===== config.mk =====
export PLATFORM = sky130hd
export DESIGN_NAME = square_wave_tone_sequencer
export DESIGN_NICKNAME = d
export VERILOG_FILES = /design/src/sv/swts_pkg.sv /design/src/sv/swts_front.sv /design/src/sv/swts_div.sv /design/src/sv/swts_back.sv /design/src/sv/square_wave_tone_sequencer.sv
export SDC_FILE = /design/constraint.sdc
export NUM_CORES = 1
export LEC_CHECK = 0
export BUFFER_PORTS_ARGS = -buffer_cell sky130_fd_sc_hd__clkbuf_2
export CORE_MARGIN = 2
export CORE_UTILIZATION = 40
export DETAILED_ROUTE_END_ITERATION = 12
export GPL_TIMING_DRIVEN = 1
export PLACE_DENSITY_LB_ADDON = 0.1
export SLEW_MARGIN = 20
export SYNTH_ARGS = -nofsm -noshare
export SYNTH_HDL_FRONTEND = slang
export SYNTH_SLANG_ARGS = --single-unit

===== constraint.sdc =====
create_clock -name clk -period 3.5 [get_ports clk]
set_clock_uncertainty 0.15 [all_clocks]
set_input_delay 0.35 -clock clk [delete_from_list [all_inputs] [get_ports clk]]
set_output_delay 0.35 -clock clk [all_outputs]
set_load 0.005 [all_outputs]

===== src/sv/swts_pkg.sv =====
// Shared types, register indexes, widths and reset values for the tone sequencer.
package swts_pkg;

  localparam int SAMPLE_WIDTH_DEF = 8;

  localparam int TONE_W  = 16;
  localparam int RATE_W  = 18;
  localparam int SPE_W   = 12;
  localparam int GATE_W  = 16;
  localparam int LEVEL_W = 8;
  localparam int IDX_W   = 3;
  localparam int INTV_W  = 18;
  // half the sample rate, and the magnitude of a positive tone
  localparam int DVD_W   = RATE_W - 1;
  localparam int DVS_W   = TONE_W - 1;

  localparam logic [IDX_W-1:0] REG_SAMPLE_RATE       = 3'd0;
  localparam logic [IDX_W-1:0] REG_SAMPLES_PER_ENTRY = 3'd1;
  localparam logic [IDX_W-1:0] REG_GATE_PERIOD       = 3'd2;
  localparam logic [IDX_W-1:0] REG_SILENCE_LEVEL     = 3'd3;
  localparam logic [IDX_W-1:0] REG_AMPLITUDE         = 3'd4;

  localparam logic [RATE_W-1:0]  RST_SAMPLE_RATE       = 18'd44100;
  localparam logic [SPE_W-1:0]   RST_SAMPLES_PER_ENTRY = 12'd320;
  localparam logic [GATE_W-1:0]  RST_GATE_PERIOD       = 16'd1;
  localparam logic [LEVEL_W-1:0] RST_SILENCE_LEVEL     = 8'd128;
  localparam logic [LEVEL_W-1:0] RST_AMPLITUDE         = 8'd32;

  localparam logic [TONE_W-1:0] TONE_END = 16'hFFFF;

  // tone classes, decided at the front
  localparam logic [1:0] CLS_END  = 2'd0;
  localparam logic [1:0] CLS_ZERO = 2'd1;
  localparam logic [1:0] CLS_POS  = 2'd2;
  localparam logic [1:0] CLS_NEG  = 2'd3;

  typedef struct packed {
    logic [RATE_W-1:0]  sample_rate;
    logic [SPE_W-1:0]   samples_per_entry;
    logic [GATE_W-1:0]  gate_period;
    logic [LEVEL_W-1:0] silence_level;
    logic [LEVEL_W-1:0] amplitude;
  } swts_cfg_t;

  typedef struct packed {
    logic             restart;
    logic [1:0]       cls;
    logic [DVS_W-1:0] mag;
  } swts_req_t;

endpackage


===== src/sv/swts_front.sv =====
// Front end: classify incoming requests and hold them in a two-entry queue.
module swts_front import swts_pkg::*; (
  input  logic                     clk,
  input  logic                     rst_n,
  input  logic signed [TONE_W-1:0] in_tone,
  input  logic                     in_restart,
  input  logic                     in_push,
  output logic                     in_full,
  output swts_req_t                req,
  output logic                     req_valid,
  input  logic                     req_pop
);

  localparam logic [1:0] Q_FULL = 2'd2;

  swts_req_t  q_r [2];
  swts_req_t  req_in;
  logic       wr_ptr_r, wr_ptr_nxt;
  logic       rd_ptr_r, rd_ptr_nxt;
  logic [1:0] cnt_r, cnt_nxt;
  logic       do_push, do_pop;

  always_comb begin
    req_in.restart = in_restart;
    req_in.mag     = in_tone[DVS_W-1:0];
    priority if (in_tone == TONE_END) begin
      req_in.cls = CLS_END;
    end else if (in_tone == '0) begin
      req_in.cls = CLS_ZERO;
    end else if (in_tone[TONE_W-1]) begin
      req_in.cls = CLS_NEG;
    end else begin
      req_in.cls = CLS_POS;
    end
  end

  assign in_full   = (cnt_r == Q_FULL);
  assign req_valid = (cnt_r != 2'd0);
  assign req       = q_r[rd_ptr_r];
  assign do_push   = in_push && !in_full;
  assign do_pop    = req_pop && req_valid;

  always_comb begin
    wr_ptr_nxt = do_push ? ~wr_ptr_r : wr_ptr_r;
    rd_ptr_nxt = do_pop ? ~rd_ptr_r : rd_ptr_r;
    cnt_nxt    = cnt_r + 2'(do_push) - 2'(do_pop);
  end

  always_ff @(posedge clk) begin
    if (!rst_n) begin
      wr_ptr_r <= 1'b0;
      rd_ptr_r <= 1'b0;
      cnt_r    <= 2'd0;
    end else begin
      wr_ptr_r <= wr_ptr_nxt;
      rd_ptr_r <= rd_ptr_nxt;
      cnt_r    <= cnt_nxt;
    end
  end

  always_ff @(posedge clk) begin
    if (do_push) begin
      q_r[wr_ptr_r] <= req_in;
    end
  end

endmodule


===== src/sv/swts_div.sv =====
// Restoring divider, one quotient bit per cycle, for the toggle interval.
module swts_div import swts_pkg::*; (
  input  logic             clk,
  input  logic             rst_n,
  input  logic             start,
  input  logic [DVD_W-1:0] dividend,
  input  logic [DVS_W-1:0] divisor,
  output logic             done,
  output logic [DVD_W-1:0] quotient
);

  localparam int             CNT_W     = $clog2(DVD_W + 1);
  localparam logic [CNT_W-1:0] DIV_STEPS = CNT_W'(DVD_W);

  logic [DVD_W-1:0] quo_r, quo_nxt;
  logic [DVS_W-1:0] rem_r, rem_nxt;
  logic [DVS_W-1:0] dvs_r, dvs_nxt;
  logic [CNT_W-1:0] cnt_r, cnt_nxt;
  logic             busy_r, busy_nxt;
  logic             done_r, done_nxt;
  logic [DVS_W:0]   rem_sh;
  logic [DVS_W+1:0] diff;

  always_comb begin
    rem_sh   = {rem_r, quo_r[DVD_W-1]};
    diff     = {1'b0, rem_sh} - {2'b0, dvs_r};
    quo_nxt  = quo_r;
    rem_nxt  = rem_r;
    dvs_nxt  = dvs_r;
    cnt_nxt  = cnt_r;
    busy_nxt = busy_r;
    done_nxt = 1'b0;
    if (start) begin
      quo_nxt  = dividend;
      rem_nxt  = '0;
      dvs_nxt  = divisor;
      cnt_nxt  = DIV_STEPS;
      busy_nxt = 1'b1;
    end else if (busy_r) begin
      // subtract when the shifted remainder covers the divisor
      if (!diff[DVS_W+1]) begin
        rem_nxt = diff[DVS_W-1:0];
        quo_nxt = {quo_r[DVD_W-2:0], 1'b1};
      end else begin
        rem_nxt = rem_sh[DVS_W-1:0];
        quo_nxt = {quo_r[DVD_W-2:0], 1'b0};
      end
      cnt_nxt = cnt_r - CNT_W'(1);
      if (cnt_r == CNT_W'(1)) begin
        busy_nxt = 1'b0;
        done_nxt = 1'b1;
      end
    end
  end

  always_ff @(posedge clk) begin
    if (!rst_n) begin
      busy_r <= 1'b0;
      done_r <= 1'b0;
      cnt_r  <= '0;
    end else begin
      busy_r <= busy_nxt;
      done_r <= done_nxt;
      cnt_r  <= cnt_nxt;
    end
  end

  always_ff @(posedge clk) begin
    quo_r <= quo_nxt;
    rem_r <= rem_nxt;
    dvs_r <= dvs_nxt;
  end

  assign done     = done_r;
  assign quotient = quo_r;

endmodule


===== src/sv/swts_back.sv =====
// Back end: sequence one request at a time through the tone state and a result queue.
module swts_back import swts_pkg::*; #(
  parameter int SAMPLE_WIDTH = SAMPLE_WIDTH_DEF
) (
  input  logic                    clk,
  input  logic                    rst_n,
  input  swts_cfg_t               cfg,
  input  swts_req_t               req,
  input  logic                    req_valid,
  output logic                    req_pop,
  output logic [SAMPLE_WIDTH-1:0] out_sample,
  output logic                    out_last_of_entry,
  output logic                    out_sound_done,
  output logic                    out_empty,
  input  logic                    out_pop
);

  localparam logic [1:0] S_IDLE = 2'd0;
  localparam logic [1:0] S_DIV  = 2'd1;
  localparam logic [1:0] S_EXEC = 2'd2;
  localparam logic [1:0] OQ_FULL = 2'd2;

  logic [1:0]        state_r, state_nxt;
  swts_req_t         cur_r, cur_nxt;
  logic [SPE_W-1:0]  pos_r, pos_nxt;
  logic [GATE_W-1:0] phase_r, phase_nxt;
  logic [SPE_W-1:0]  tcnt_r, tcnt_nxt;
  logic [INTV_W-1:0] intv_r, intv_nxt;
  logic              wave_r, wave_nxt;

  logic [SAMPLE_WIDTH-1:0] oq_sample_r [2];
  logic              oq_last_r [2];
  logic              oq_done_r [2];
  logic              oq_wr_r, oq_rd_r;
  logic [1:0]        oq_cnt_r;
  logic              out_push, out_take;

  logic                    take, need_div, div_start, div_done;
  logic [DVD_W-1:0]        div_q;
  logic [SAMPLE_WIDTH-1:0] res_sample;
  logic                    res_last, res_done;

  logic [SPE_W-1:0]  cnt_eff;
  logic [INTV_W-1:0] intv_eff;
  logic              sounding, wave_eff;
  logic [SPE_W:0]    pos_inc, spe_eff;
  logic [GATE_W:0]   phase_inc, gate_eff;

  assign take      = req_valid && (oq_cnt_r != OQ_FULL);
  assign need_div  = (req.cls == CLS_POS) && (req.restart || (pos_r == '0));
  assign div_start = (state_r == S_IDLE) && take && need_div;

  swts_div u_div (
    .clk      (clk),
    .rst_n    (rst_n),
    .start    (div_start),
    .dividend (cfg.sample_rate[RATE_W-1:1]),
    .divisor  (req.mag),
    .done     (div_done),
    .quotient (div_q)
  );

  always_comb begin
    state_nxt  = state_r;
    cur_nxt    = cur_r;
    pos_nxt    = pos_r;
    phase_nxt  = phase_r;
    tcnt_nxt   = tcnt_r;
    intv_nxt   = intv_r;
    wave_nxt   = wave_r;
    req_pop    = 1'b0;
    out_push   = 1'b0;
    res_sample = SAMPLE_WIDTH'(cfg.silence_level);
    res_last   = 1'b0;
    res_done   = 1'b0;

    cnt_eff   = (pos_r == '0) ? '0 : tcnt_r;
    intv_eff  = ((pos_r == '0) && (cur_r.cls != CLS_POS)) ? '0 : intv_r;
    sounding  = (cur_r.cls != CLS_ZERO) && (phase_r == '0);
    wave_eff  = wave_r;
    pos_inc   = {1'b0, pos_r} + (SPE_W+1)'(1);
    spe_eff   = (cfg.samples_per_entry == '0) ? (SPE_W+1)'(1)
                                              : {1'b0, cfg.samples_per_entry};
    phase_inc = {1'b0, phase_r} + (GATE_W+1)'(1);
    gate_eff  = (cfg.gate_period == '0) ? (GATE_W+1)'(1) : {1'b0, cfg.gate_period};

    unique case (state_r)
      S_IDLE: begin
        if (take) begin
          req_pop = 1'b1;
          cur_nxt = req;
          // restart clears the sound state before the tick is handled
          if (req.restart) begin
            pos_nxt   = '0;
            phase_nxt = '0;
            tcnt_nxt  = '0;
            intv_nxt  = '0;
            wave_nxt  = 1'b1;
          end
          state_nxt = need_div ? S_DIV : S_EXEC;
        end
      end
      S_DIV: begin
        if (div_done) begin
          intv_nxt  = INTV_W'(div_q);
          state_nxt = S_EXEC;
        end
      end
      S_EXEC: begin
        out_push  = 1'b1;
        state_nxt = S_IDLE;
        if (cur_r.cls == CLS_END) begin
          res_done = 1'b1;
        end else begin
          intv_nxt = intv_eff;
          if (sounding) begin
            if (INTV_W'(cnt_eff) == intv_eff) begin
              wave_eff = ~wave_r;
              cnt_eff  = '0;
            end
            res_sample = wave_eff ? SAMPLE_WIDTH'(cfg.amplitude) : '0;
          end
          wave_nxt = wave_eff;
          tcnt_nxt = cnt_eff + SPE_W'(1);
          res_last = (pos_inc >= spe_eff);
          if (res_last) begin
            pos_nxt   = '0;
            phase_nxt = (phase_inc >= gate_eff) ? '0 : phase_inc[GATE_W-1:0];
          end else begin
            pos_nxt = pos_inc[SPE_W-1:0];
          end
        end
      end
      default: begin
        state_nxt = S_IDLE;
      end
    endcase
  end

  always_ff @(posedge clk) begin
    if (!rst_n) begin
      state_r <= S_IDLE;
      pos_r   <= '0;
      phase_r <= '0;
      tcnt_r  <= '0;
      intv_r  <= '0;
      wave_r  <= 1'b1;
    end else begin
      state_r <= state_nxt;
      pos_r   <= pos_nxt;
      phase_r <= phase_nxt;
      tcnt_r  <= tcnt_nxt;
      intv_r  <= intv_nxt;
      wave_r  <= wave_nxt;
    end
  end

  always_ff @(posedge clk) begin
    cur_r <= cur_nxt;
  end

  // result queue
  assign out_empty         = (oq_cnt_r == 2'd0);
  assign out_take          = out_pop && !out_empty;
  assign out_sample        = oq_sample_r[oq_rd_r];
  assign out_last_of_entry = oq_last_r[oq_rd_r];
  assign out_sound_done    = oq_done_r[oq_rd_r];

  always_ff @(posedge clk) begin
    if (!rst_n) begin
      oq_wr_r  <= 1'b0;
      oq_rd_r  <= 1'b0;
      oq_cnt_r <= 2'd0;
    end else begin
      if (out_push) begin
        oq_wr_r <= ~oq_wr_r;
      end
      if (out_take) begin
        oq_rd_r <= ~oq_rd_r;
      end
      oq_cnt_r <= oq_cnt_r + 2'(out_push) - 2'(out_take);
    end
  end

  always_ff @(posedge clk) begin
    if (out_push) begin
      oq_sample_r[oq_wr_r] <= res_sample;
      oq_last_r[oq_wr_r]   <= res_last;
      oq_done_r[oq_wr_r]   <= res_done;
    end
  end

  a_no_overfill: assert property (@(posedge clk) disable iff (!rst_n)
    out_push |-> (oq_cnt_r != OQ_FULL))
    else $error("result queue written while full");

  a_div_only_pos: assert property (@(posedge clk) disable iff (!rst_n)
    (state_r == S_DIV) |-> (cur_r.cls == CLS_POS))
    else $error("divide in progress for a tone that is not positive");

  a_div_enters: assert property (@(posedge clk) disable iff (!rst_n)
    div_start |=> (state_r == S_DIV))
    else $error("divider started without waiting for it");

  a_pop_valid: assert property (@(posedge clk) disable iff (!rst_n)
    req_pop |-> (req_valid && (state_r == S_IDLE)))
    else $error("request taken outside idle or from an empty queue");

endmodule


===== src/sv/square_wave_tone_sequencer.sv =====
// Top level: configuration registers, front request queue and back tone sequencer.
// Path: a push enters the front queue, the back end takes it into its current request,
//   and the result goes to the result queue; the first tick of an entry with a positive
//   tone also waits for the 17-step interval divider. The back end handles one request
//   at a time, takes no new one until the last is queued, and shares one serial divider.
// Reset (synchronous, active low): registers return to their defaults, counters clear,
//   polarity goes high, both queues empty. No clearing pass.
module square_wave_tone_sequencer import swts_pkg::*; #(
  parameter int SAMPLE_WIDTH = SAMPLE_WIDTH_DEF
) (
  input  logic                     clk,
  input  logic                     rst_n,
  // tick requests
  input  logic signed [TONE_W-1:0] in_tone,
  input  logic                     in_restart,
  input  logic                     in_push,
  output logic                     in_full,
  // samples
  output logic [SAMPLE_WIDTH-1:0]  out_sample,
  output logic                     out_last_of_entry,
  output logic                     out_sound_done,
  output logic                     out_empty,
  input  logic                     out_pop,
  // register writes
  input  logic                     cfg_valid,
  output logic                     cfg_ready,
  input  logic [IDX_W-1:0]         cfg_index,
  input  logic [RATE_W-1:0]        cfg_data
);

  swts_cfg_t cfg_r, cfg_nxt;
  swts_req_t req;
  logic      req_valid, req_pop;

  // The user must write registers only while the block is idle; the block does not enforce it, so always accept.
  assign cfg_ready = 1'b1;

  always_comb begin
    cfg_nxt = cfg_r;
    if (cfg_valid) begin
      unique case (cfg_index)
        REG_SAMPLE_RATE:       cfg_nxt.sample_rate       = cfg_data;
        REG_SAMPLES_PER_ENTRY: cfg_nxt.samples_per_entry = cfg_data[SPE_W-1:0];
        REG_GATE_PERIOD:       cfg_nxt.gate_period       = cfg_data[GATE_W-1:0];
        REG_SILENCE_LEVEL:     cfg_nxt.silence_level     = cfg_data[LEVEL_W-1:0];
        REG_AMPLITUDE:         cfg_nxt.amplitude         = cfg_data[LEVEL_W-1:0];
        default: begin
          // drop writes to unknown indexes
        end
      endcase
    end
  end

  always_ff @(posedge clk) begin
    if (!rst_n) begin
      cfg_r.sample_rate       <= RST_SAMPLE_RATE;
      cfg_r.samples_per_entry <= RST_SAMPLES_PER_ENTRY;
      cfg_r.gate_period       <= RST_GATE_PERIOD;
      cfg_r.silence_level     <= RST_SILENCE_LEVEL;
      cfg_r.amplitude         <= RST_AMPLITUDE;
    end else begin
      cfg_r <= cfg_nxt;
    end
  end

  // Front: classify each tone (end, silent, positive, other negative) and queue it.
  swts_front u_front (
    .clk        (clk),
    .rst_n      (rst_n),
    .in_tone    (in_tone),
    .in_restart (in_restart),
    .in_push    (in_push),
    .in_full    (in_full),
    .req        (req),
    .req_valid  (req_valid),
    .req_pop    (req_pop)
  );

  // Back: advance entry counters, divide at entry starts, flip polarity, queue samples.
  swts_back #(
    .SAMPLE_WIDTH (SAMPLE_WIDTH)
  ) u_back (
    .clk               (clk),
    .rst_n             (rst_n),
    .cfg               (cfg_r),
    .req               (req),
    .req_valid         (req_valid),
    .req_pop           (req_pop),
    .out_sample        (out_sample),
    .out_last_of_entry (out_last_of_entry),
    .out_sound_done    (out_sound_done),
    .out_empty         (out_empty),
    .out_pop           (out_pop)
  );

endmodule


==> summary.txt, run 1 <==
Synth
  – Synth Instances: 1294
  – Most instantiated cells after synthesis: 217 x nand2_1, 154 x dfxtp_1, 90 x edfxtp_1
  – Syn Area/Cell: ~9.3 um2
  – Synth warn: 0
  – #FFs+latches synth: ~240
  – Synth area leaders: dfxtp_1 26%, edfxtp_1 22%, nand2_1 6.7%
  – Async set-reset flop share out of synthesis: 0%
  – Cell with the most instances after synthesis: nand2_1
  – Predominant post-synthesis flop cell: dfxtp_1
  – Cell taking the most area after synthesis: dfxtp_1
  – Mapped cell area: 0.0121 mm2
  – Top cell type's share of synthesized area: between 20% and 30%
  – Cell variety after synth: 79
  – Net Count, Synth: between 1000 and 1500
  – Number of flops mapped to enable cells by yosys: 90
  – Seq/Total Area, Yosys: between 40% and 50%

Final layout
  – Register area: 0.00579 mm2
  – Area of the multi-input gates: approximately 0.0059 mm2
  – Area Overhead vs Synth: 21.2%
  – Share of cells above drive strength 1: approximately 18%
  – Final Non-Filler Cells: ~1800
  – Fill cells: 2830
  – Inserted Diodes: 0
  – Finished Core Util: just under 50%
  – # nets final: ~1500

Place
  – Post-detail-place hpwl: 21800 um
  – Global placement routability congestion: about 0.8
  – IO buf count: 54
  – Placed insts: 1737

Power
  – Clock power share: around 29%
  – Switching share of power: approximately 35%
  – Internal power: between 6000 and 7000 uW
  – Leakage power: around 0.0057 uW
  – Power Density: around 670 mW/mm2
  – Reg power frac: 38.5%
  – Peak supply drop: between 0.4 and 0.5 mV
  – Comb pwr share: about 32%
  – Sw Pwr: 3390 uW

Critical path
  – Path depth of the worst reg2reg path: 16
  – Reg2reg start: u_back.pos_r[0]$_SDFFE_PN0P_
  – Worst stage delay on the critical path: between 0.3 and 0.4 ns
  – Setup crit start kind: register
  – Worst r2r dst: u_back.phase_r[10]$_SDFFE_PN0P_
  – Crit-path cells: ha_1, and3_2, and3_4, and3_4, and3_1, xor2_2, ha_1, a222oi_1, and2_1, o21ai_2, buf_4, a211oi_4, buf_4, buf_6, a211oi_1, o22ai_1
  – CP required: about 3.8 ns
  – Worst reg2reg setup slack: 0.04 ns
  – Crit-path slowest cell: dfxtp_2
  – Crit end category: register
  – Crit Path Max Fanout: 8
  – Critical path type: register to register
  – Crit path arrival time: 3.78 ns

STA
  – Setup TNS: 0 ns
  – Final period utilization: 99.0%
  – Rel. slew slack: between 30% and 40%
  – Measured slew at the worst slew-check pin: approximately 0.94 ns
  – Hold slack: 0.0303 ns
  – Final slew viol count: 0
  – Hold Violations, Final: 0
  – Setup Viol. Count Final: 0
  – Unrepaired setup endpoints after global routing: yes
  – Achievable frequency: slightly below 300 MHz
  – Fin crit period: between 3 and 4 ns

Die
  – Chip Width: around 180 um
  – Rows: 63
  – Die Height: between 150 and 200 um
  – Core Region: roughly 0.03 mm2
  – Die area: 0.0316 mm2
  – Initial cell density of the core: 40.6%
  – # IOs: 56

Clocking
  – Clk sinks: between 200 and 250
  – CTS tree: done
  – Clock Tree Root: clkbuf_16
  – H-tree Lvls: 1
  – Clock Path Buffers: 3
  – Clk Latency, worst-skew pair: around 0.54 ns
  – CTS buffer count: 29
  – Worst-path clk slew: ~0.06 ns

Hold path
  – Hold path cells: 2
  – Hold Path End: u_front.q_r[0][15]$_DFFE_PP_
  – Min-delay src: in_tone[15]
  – Worst hold path class: primary input to register

Global route
  – Largest net degree at the start of global routing: 53
  – Total grt overflow: 0
  – First-pass GRT wire length: 48900 um
  – Vias in the first global route: 9243
  – Initial antenna violation count: 0
  – GRT Util Overall: 19.4%

Flow run
  – Max cap viols: 0

Drt
  – DR pass1 iterations: 5
  – Post-detailed-route DRC marker count: 0
  – DR iter-0 viols: roughly 570
  – WL final: between 30000 and 40000 um
  – Vias after detailed routing: roughly 9700
  – Via density: around 5.3
  – Antenna viol nets, final: 0
  – Post-DR wirelength/cell: 16.9 um

Status
  – Status: finished clean
## power groups by stage
stage / sequential [uW] / clock [uW] / combinational (uW)
finish: 3770 / 2880 / 3130
CTS: 3770 / 2950 / 3050
detailed placement: 3830 / 0 / 3000
global route: 3820 / 3050 / 3510
floorplan: 3710 / 0 / 2190
global placement: 3830 / 0 / 2980
## routing by layer
metal	global-route usage (%)	up-vias	part of all wire, %
li1	-	4883	-
met1	27.3	4598	49
met2	31.7	161	46
met3	2.31	37	3.0
met4	4.68	0	1.9
met5	0	-	0
## through the flow
step                total power [uW]  setup WS (ns)  instance area [um2]
floorplan                       5910         -0.151                12200
global placement                6810         0.0120                13200
detailed placement              6820        -0.0160                13200
CTS                             9760         0.0225                14400
global route                   10400         -0.114                14600
finish                          9780         0.0357                14600
## what timing repair did
action / 4_1_cts / 5_1_grt
hold buffers: 34 / 0
setup endpoints to repair: 9 / 26
pin swaps: 0 / 15
gates cloned: 0 / 1
gates resized for setup: 2 / 36
hold endpoints to repair: 82 / 0
setup buffers: 0 / 7
## how the worst max path moves through the flow
stage / startpoint / to / slack (ns)
6_report: u_back.pos_r[0]$_SDFFE_PN0P_ / u_back.phase_r[10]$_SDFFE_PN0P_ / 0.04
3_5_place_dp: u_back.pos_r[0]$_SDFFE_PN0P_ / u_back.phase_r[2]$_SDFFE_PN0P_ / -0.02
4_1_cts: u_back.pos_r[0]$_SDFFE_PN0P_ / u_back.phase_r[11]$_SDFFE_PN0P_ / 0.02
3_3_place_gp: u_back.pos_r[0]$_SDFFE_PN0P_ / u_back.tcnt_r[10]$_SDFFE_PN0P_ / 0.01
5_1_grt: u_back.pos_r[0]$_SDFFE_PN0P_ / u_back.tcnt_r[10]$_SDFFE_PN0P_ / -0.11
2_1_floorplan: u_back.pos_r[0]$_SDFFE_PN0P_ / u_back.tcnt_r[10]$_SDFFE_PN0P_ / -0.15
## placed cells by master, fill, tap and decap left out, drive strengths merged, types with 5 or more instances in the layout
cell	netlist	final
a211oi	17	17
a21oi	76	76
a22o	8	8
a22oi	18	18
a311oi	9	9
a31oi	29	29
a32oi	6	6
and2	13	13
and3	21	21
buf	12	72
clkbuf	53	87
clkinv	1	14
dfxtp	154	154
dlygate4sd3	0	34
edfxtp	90	90
ha	58	58
inv	82	86
mux2	27	27
nand2	217	217
nand2b	9	9
nand3	48	48
nand3b	12	12
nand4	12	12
nor2	72	72
nor2b	8	8
nor3	9	9
nor4	22	22
o211ai	6	6
o21a	12	12
o21ai	42	42
o22ai	12	12
o32ai	6	6
or2	5	5
or3	15	15
or4	5	5
xnor2	28	28
xor2	28	28
## layout make-up
class	count	area share, %
clock buffers	33	5.06
clock inverters	20	1.15
inverters	83	2.14
multi-input cells	902	40.5
flip-flops and latches	244	39.5
well taps	390	3.33
repair buffers	160	8.30
## cells by family (layout without fill, tap and decap cells)
group | count (synthesis) | after routing | synth area share [%]
AO/OA/AOI/OAI | 276 | 276 | 15.4
other | 1 | 1 | 0.0310
flip-flops | 244 | 244 | 47.9
AND/OR/NAND/NOR | 479 | 479 | 18.8
multiplexers | 31 | 31 | 2.85
adder cells (fa/ha/maj) | 59 | 59 | 6.17
XOR/XNOR | 56 | 56 | 4.06
buffers and inverters | 148 | 296 | 4.74
## worst max-delay path, delay by kind of cell, from the launching register on
| family | cells | cell delay (ns) |
|---|---|---|
| AOI/OAI and AO/OA | 5 | 0.82 |
| DFF | 1 | 0.33 |
| buffers and inverters | 3 | 0.47 |
| xor gates and xnor gates | 1 | 0.15 |
| adders and majority gates | 2 | 0.51 |
| and+or+nand+nor | 5 | 0.96 |
## flip-flops by register name, indices dropped and copies added (netlist names), 5 cells and up, named ones only
name	flops
u_back.u_div.dvs_r	15
cfg_r	61
u_back.intv_r	18
u_back.u_div.rem_r	15
u_back.tcnt_r	12
u_back.u_div.quotient	17
u_back.phase_r	16
u_back.u_div.cnt_r	5
u_back.pos_r	12
u_back.oq_sample_r	16
u_front.q_r	36
Note: power is estimated with default switching activity, not from simulation.
==> run 2: changes to the inputs <==
Settings changed: CTS_BUF_LIST set to sky130_fd_sc_hd__clkbuf_8.
==> summary.txt, run 2 (synthesized netlist as in run 1, its figures left out) <==
Power
  – Leakage power: 0.00572 uW (about the same)
  – Power Density: 659 mW/mm2 (-1.3%)
  – Pwr Total: 9570 uW (-2.2%)
  – Peak supply drop: 0.362 mV (-11%)

Drt
  – Antenna viol nets, final: 0 (unchanged)
  – M1 wire length: 15200 um (-1.0%)
  – Met3 Wirelength: 1180 um (+26%)
  – Via density: 5.27 (-0.27%)
  – Top sig layer: met4
  – Post-detailed-route DRC marker count: 0 (unchanged)
  – DR pass1 iterations: 5 (unchanged)
  – WL final: 31300 um (+0.77%)
  – Vias after detailed routing: 9779 (+1.0%)
  – Met2 Wirelength: 14300 um (+0.65%)
  – DR iter-0 viols: 598 (+4.7%)
  – Post-DR wirelength/cell: 16.9 um (-0.54%)

Clocking
  – Clock Tree Root: clkbuf_8
  – Worst-path clk slew: 0.06 ns (about the same)
  – H-tree Lvls: 2 (+1)
  – Clock Path Buffers: 3 (unchanged)
  – Clk sinks: 244 (unchanged)
  – Clk Latency, worst-skew pair: 0.57 ns (+0.03 ns)
  – CTS tree: done
  – CTS buffer count: 44 (+52%)

Final layout
  – Most flops, register: cfg_r
  – Area Overhead vs Synth: 20.1%
  – # nets final: 1532 (+0.66%)
  – Most common cell after layout, fill and taps aside: nand2_1
  – Share of cells above drive strength 1: 18.1% (+0.25 points)
  – Final Instance Area: 0.0145 mm2 (-0.88%)
  – Area of the multi-input gates: 0.00587 mm2 (-0.89%)
  – Most frequent cells in the layout: 217 x nand2_1, 151 x dfxtp_1, 90 x edfxtp_1
  – Inserted Diodes: 0 (unchanged)
  – Final Non-Filler Cells: 1856 (+1.3%)
  – Flip-flop count of the largest register after layout: 61 (unchanged)
  – Biggest regs: cfg_r: 61 flops, u_front.q_r: 36 flops, u_back.intv_r: 18 flops
  – Register area: 0.00579 mm2 (about the same)
  – Fill cells: 2857 (+0.95%)

Critical path
  – Crit path arrival time: 3.77 ns (about the same)
  – Path depth of the worst reg2reg path: 15 (-1)
  – Crit-path slowest cell: or4b_4
  – Crit Path Max Fanout: 3 (-5)
  – Crit end category: register
  – Worst stage delay on the critical path: 0.47 ns (+0.14 ns)
  – Setup crit start kind: register
  – Stages on worst setup path: 15 (-1)
  – Crit-path cells: inv_2, ha_1, or4b_4, buf_6, nor3_4, mux2i_2, a221oi_2, a31oi_4, and2_4, ha_4, and3_4, and4_1, and3_4, nand3b_1, a31oi_1
  – Critical path type: register to register
  – Most common cell on crit path: and3_4
  – CP required: 3.83 ns (about the same)
  – CP delay by family, top: simple AND/OR/NAND/NOR gates
  – CP bufs+invs: 2 (-1)

Global route
  – First-pass GRT wire length: 49300 um (+0.84%)
  – Vias in the first global route: 9360 (+1.3%)
  – Total grt overflow: 0 (unchanged)
  – Largest net degree at the start of global routing: 53 (unchanged)
  – GRT Util Overall: 19.7% (+0.30 points)
  – Initial antenna violation count: 0 (unchanged)

STA
  – Unrepaired setup endpoints after global routing: yes
  – Fin crit period: 3.43 ns (-0.0308 ns)
  – Rel. slew slack: 37.9% (+0.69 points)
  – Final period utilization: 98.1% (-0.88 points)
  – Hold slack: 0.0370 ns (+0.00672 ns)
  – Setup Viol. Count Final: 0 (unchanged)
  – Final slew viol count: 0 (unchanged)
  – Hold Violations, Final: 0 (unchanged)
  – Measured slew at the worst slew-check pin: 0.927 ns (-0.0103 ns)
  – Achievable frequency: 291 MHz (+0.90%)

Hold path
  – Worst hold path class: primary input to register
  – Hold path cells: 4 (+2)

Die
  – Core Region: 0.0297 mm2 (unchanged)
  – Initial cell density of the core: 40.6% (unchanged)
  – Rows: 63 (unchanged)
  – Die area: 0.0316 mm2 (unchanged)
  – Die Height: 178 um (unchanged)
  – # IOs: 56 (unchanged)
  – Chip Width: 178 um (unchanged)

Status
  – Status: finished clean

Place
  – IO buf count: 54 (unchanged)
  – Post-detail-place hpwl: 21800 um (unchanged)
  – Placed insts: 1737 (unchanged)
  – Global placement routability congestion: 0.809 (unchanged)
  – Post-DP Area: 0.0132 mm2 (unchanged)

Flow run
  – Max cap viols: 0 (unchanged)
==> run 2: final timing paths <==
check	slack [ns]	from	to
worst max-delay path	0.07	u_back.pos_r[0]$_SDFFE_PN0P_	u_back.tcnt_r[8]$_SDFFE_PN0P_
worst min-delay path	0.04	in_push	u_front.wr_ptr_r$_SDFFE_PN0P_
worst max register to register	0.07	u_back.pos_r[0]$_SDFFE_PN0P_	u_back.tcnt_r[8]$_SDFFE_PN0P_
worst min register to register	0.30	cfg_r[6]$_SDFFE_PN0P_	cfg_r[6]$_SDFFE_PN0P_
==> run 2: area by class of cell <==
class	count	area share, %
multi-input cells	902	40.5
flip-flops and latches	244	39.9
repair buffers	155	8.03
clock buffers	46	4.36
well taps	390	3.36
inverters	83	2.16
clock inverters	36	1.72
==> run 2: repair_timing <==
action	in CTS	in global routing
hold buffers	35	0
cloned	0	1
endpoints found under the setup margin	10	26
pin swaps	0	10
endpoints found under the hold margin	88	0
resized for setup	2	25
buffers inserted	0	1
==> run 2: worst reg2reg max path: stages, from the launching register on <==
cell and delay [ns]:
dfxtp_2 0.33, inv_2 0.06, ha_1 0.13, or4b_4 0.47, buf_6 0.14, nor3_4 0.24, mux2i_2 0.12, a221oi_2 0.40
a31oi_4 0.13, and2_4 0.20, ha_4 0.15, and3_4 0.17, and4_1 0.20, and3_4 0.17, nand3b_1 0.15, a31oi_1 0.16
==> run 2: per-stage QoR <==
step                util (%)  setup TNS [ns]  worst slack (ns)
floorplan                  -          -0.217            -0.151
global placement        44.3               0            0.0120
detailed placement      44.3         -0.0773           -0.0160
CTS                     48.5               0            0.0176
global route            48.8           -1.20            -0.117
finish                  48.8               0            0.0664
==> run 2: power breakdown <==
| part | switching [uW] | leakage (uW) | internal, uW |
|---|---|---|---|
| clock | 1250 | 0.000491 | 1460 |
| combinational | 1840 | 0.00315 | 1240 |
| sequential | 266 | 0.00208 | 3500 |
| total | 3360 | 0.00572 | 6210 |
==> run 2: layer usage <==
metal | global-route usage [%] | vias to the layer above
met2 | 31.8 | 207
met3 | 3.00 | 44
met4 | 5.36 | 0
li1 | - | 4914
met5 | 0 | -
met1 | 27.4 | 4614
==> run 3: changes to the inputs <==
Settings changed: CTS_CLUSTER_SIZE set to 14.
Clock period 3.5 ns to 3.6 ns, I/O delays scaled along.
==> summary.txt, run 3 (synthesized netlist as in run 1, its figures left out) <==
Global route
  – Largest net degree at the start of global routing: 51 (-3.8%)
  – GRT Util Overall: 19.9% (+0.23 points)
  – Vias in the first global route: 9486 (+1.3%)
  – Initial antenna violation count: 0 (unchanged)
  – First-pass GRT wire length: 49900 um (+1.3%)
  – Total grt overflow: 0 (unchanged)

Drt
  – Vias after detailed routing: 9832 (+0.54%)
  – Via density: 5.29 (+0.43%)
  – Antenna viol nets, final: 0 (unchanged)
  – Post-detailed-route DRC marker count: 0 (unchanged)
  – Post-DR wirelength/cell: 16.9 um (+0.39%)
  – WL final: 31400 um (+0.50%)
  – DR pass1 iterations: 5 (unchanged)
  – DR iter-0 viols: 586 (-2.0%)

Die
  – Initial cell density of the core: 40.6% (unchanged)
  – Rows: 63 (unchanged)
  – Die area: 0.0316 mm2 (unchanged)
  – Die Height: 178 um (unchanged)
  – # IOs: 56 (unchanged)
  – Core Region: 0.0297 mm2 (unchanged)
  – Chip Width: 178 um (unchanged)

Clocking
  – Clock Tree Root: clkbuf_8
  – Clk Latency, worst-skew pair: 0.58 ns (about the same)
  – Worst-path clk slew: 0.06 ns (about the same)
  – CTS buffer count: 45 (+2.3%)
  – CTS tree: done
  – H-tree Lvls: 2 (unchanged)
  – Clk sinks: 244 (unchanged)
  – Clock Path Buffers: 3 (unchanged)

Place
  – IO buf count: 54 (unchanged)
  – Post-DP Area: 0.0131 mm2 (-0.16%)
  – Place WS: 0.00444 ns (+0.0204 ns)
  – Global placement routability congestion: 0.812 (+0.38%)
  – Post-detail-place hpwl: 21900 um (+0.55%)

Critical path
  – CP delay by family, top: simple AND/OR/NAND/NOR gates
  – Crit-path slowest cell: or4b_4
  – CP required: 3.88 ns (+0.05 ns)
  – Crit path arrival time: 3.77 ns (about the same)
  – Crit-path cells: inv_2, ha_4, or4b_4, buf_6, nor3_4, mux2i_2, a221oi_2, a31oi_4, and2_4, ha_4, and3_4, and4_1, and3_4, nand3_1, a31oi_1, o21ai_0
  – Setup crit start kind: register
  – CP bufs+invs: 2 (unchanged)
  – Worst stage delay on the critical path: 0.46 ns (about the same)
  – Path depth of the worst reg2reg path: 16 (+1)
  – Stages on worst setup path: 16 (+1)
  – Crit Path Max Fanout: 4 (+1)
  – Critical path type: register to register
  – Crit end category: register

STA
  – Rel. slew slack: 39.0% (+1.1 points)
  – Hold Violations, Final: 0 (unchanged)
  – Fin crit period: 3.48 ns (+0.0483 ns)
  – Worst setup slack after layout: 0.118 ns (+0.0517 ns)
  – Unrepaired setup endpoints after global routing: yes
  – Final slew viol count: 0 (unchanged)
  – Achievable frequency: 287 MHz (-1.4%)
  – Measured slew at the worst slew-check pin: 0.911 ns (-0.0160 ns)
  – Final period utilization: 96.7% (-1.4 points)
  – Setup Viol. Count Final: 0 (unchanged)

Final layout
  – Area Overhead vs Synth: 19.9%
  – # nets final: 1536 (+0.26%)
  – Final Instance Area: 0.0145 mm2 (-0.16%)
  – Flip-flop count of the largest register after layout: 61 (unchanged)
  – Biggest regs: cfg_r: 61 flops, u_front.q_r: 36 flops, u_back.intv_r: 18 flops
  – Most common cell after layout, fill and taps aside: nand2_1
  – Inserted Diodes: 0 (unchanged)
  – Most flops, register: cfg_r
  – Share of cells above drive strength 1: 17.2% (-0.98 points)
  – Most frequent cells in the layout: 217 x nand2_1, 152 x dfxtp_1, 98 x inv_1

Power
  – Leakage power: 0.00575 uW (+0.65%)
  – Power Density: 642 mW/mm2 (-2.7%)
  – Peak supply drop: 0.317 mV (-12%)
  – Pwr Total: 9300 uW (-2.8%)

Hold path
  – Worst hold path class: primary input to register
  – Hold path cells: 4 (unchanged)

Flow run
  – Max cap viols: 0 (unchanged)

Status
  – Status: finished clean
==> run 3: final timing paths <==
kind	from	end	slack (ns)
worst max-delay path	u_back.pos_r[1]$_SDFFE_PN0P_	u_back.tcnt_r[10]$_SDFFE_PN0P_	0.12
worst min-delay path	in_push	u_front.wr_ptr_r$_SDFFE_PN0P_	0.04
worst max register to register	u_back.pos_r[1]$_SDFFE_PN0P_	u_back.tcnt_r[10]$_SDFFE_PN0P_	0.12
worst min register to register	cfg_r[14]$_SDFFE_PN0P_	cfg_r[14]$_SDFFE_PN0P_	0.31
==> run 3: layout make-up <==
class / instances / area [um2]
well taps: 390 / 488
repair buffers: 158 / 1200
fillers: 2875 / 15200
flip-flops and latches: 244 / 5790
inverters: 83 / 313
clock inverters: 34 / 210
multi-input cells: 902 / 5840
clock buffers: 47 / 647
==> run 3: repair_timing <==
action,CTS,global route
buffers inserted,0,10
resized for setup,1,15
pin swaps,0,9
setup endpoints to repair,1,26
hold endpoints to repair,87,0
hold buffers,35,0
==> run 3: per-layer routing <==
layer | part of all wire (%) | GRT usage [%] | vias to the layer above
li1 | - | - | 4922
met1 | 49 | 28.1 | 4661
met2 | 44 | 31.2 | 196
met3 | 4.6 | 3.04 | 53
met4 | 2.4 | 6.56 | 0
met5 | 0 | 0 | -
==> run 3: where the power goes <==
group / switching, uW / leakage (uW) / total, uW / internal (uW)
clock: 1190 / 0.000514 / 2550 / 1360
combinational: 1830 / 0.00316 / 3080 / 1250
sequential: 253 / 0.00208 / 3660 / 3410
total: 3280 / 0.00575 / 9300 / 6020
==> run 3: stage by stage <==
step / setup TNS [ns] / hold slack, ns / util, % / instances
2_1_floorplan: -0.126 / 0.286 / - / 1294
3_3_place_gp: 0 / 0.293 / 44.2 / 1732
3_5_place_dp: 0 / 0.298 / 44.2 / 1732
4_1_cts: 0 / 0.00737 / 48.3 / 1848
5_1_grt: -0.133 / 0.0364 / 48.8 / 1858
6_report: 0 / 0.0383 / 48.8 / 1858
==> run 3: worst min-delay path: stages <==
cell and delay [ns]:
clkbuf_2 0.09, nand2_1 0.12, xor2_1 0.08, nor2_1 0.07
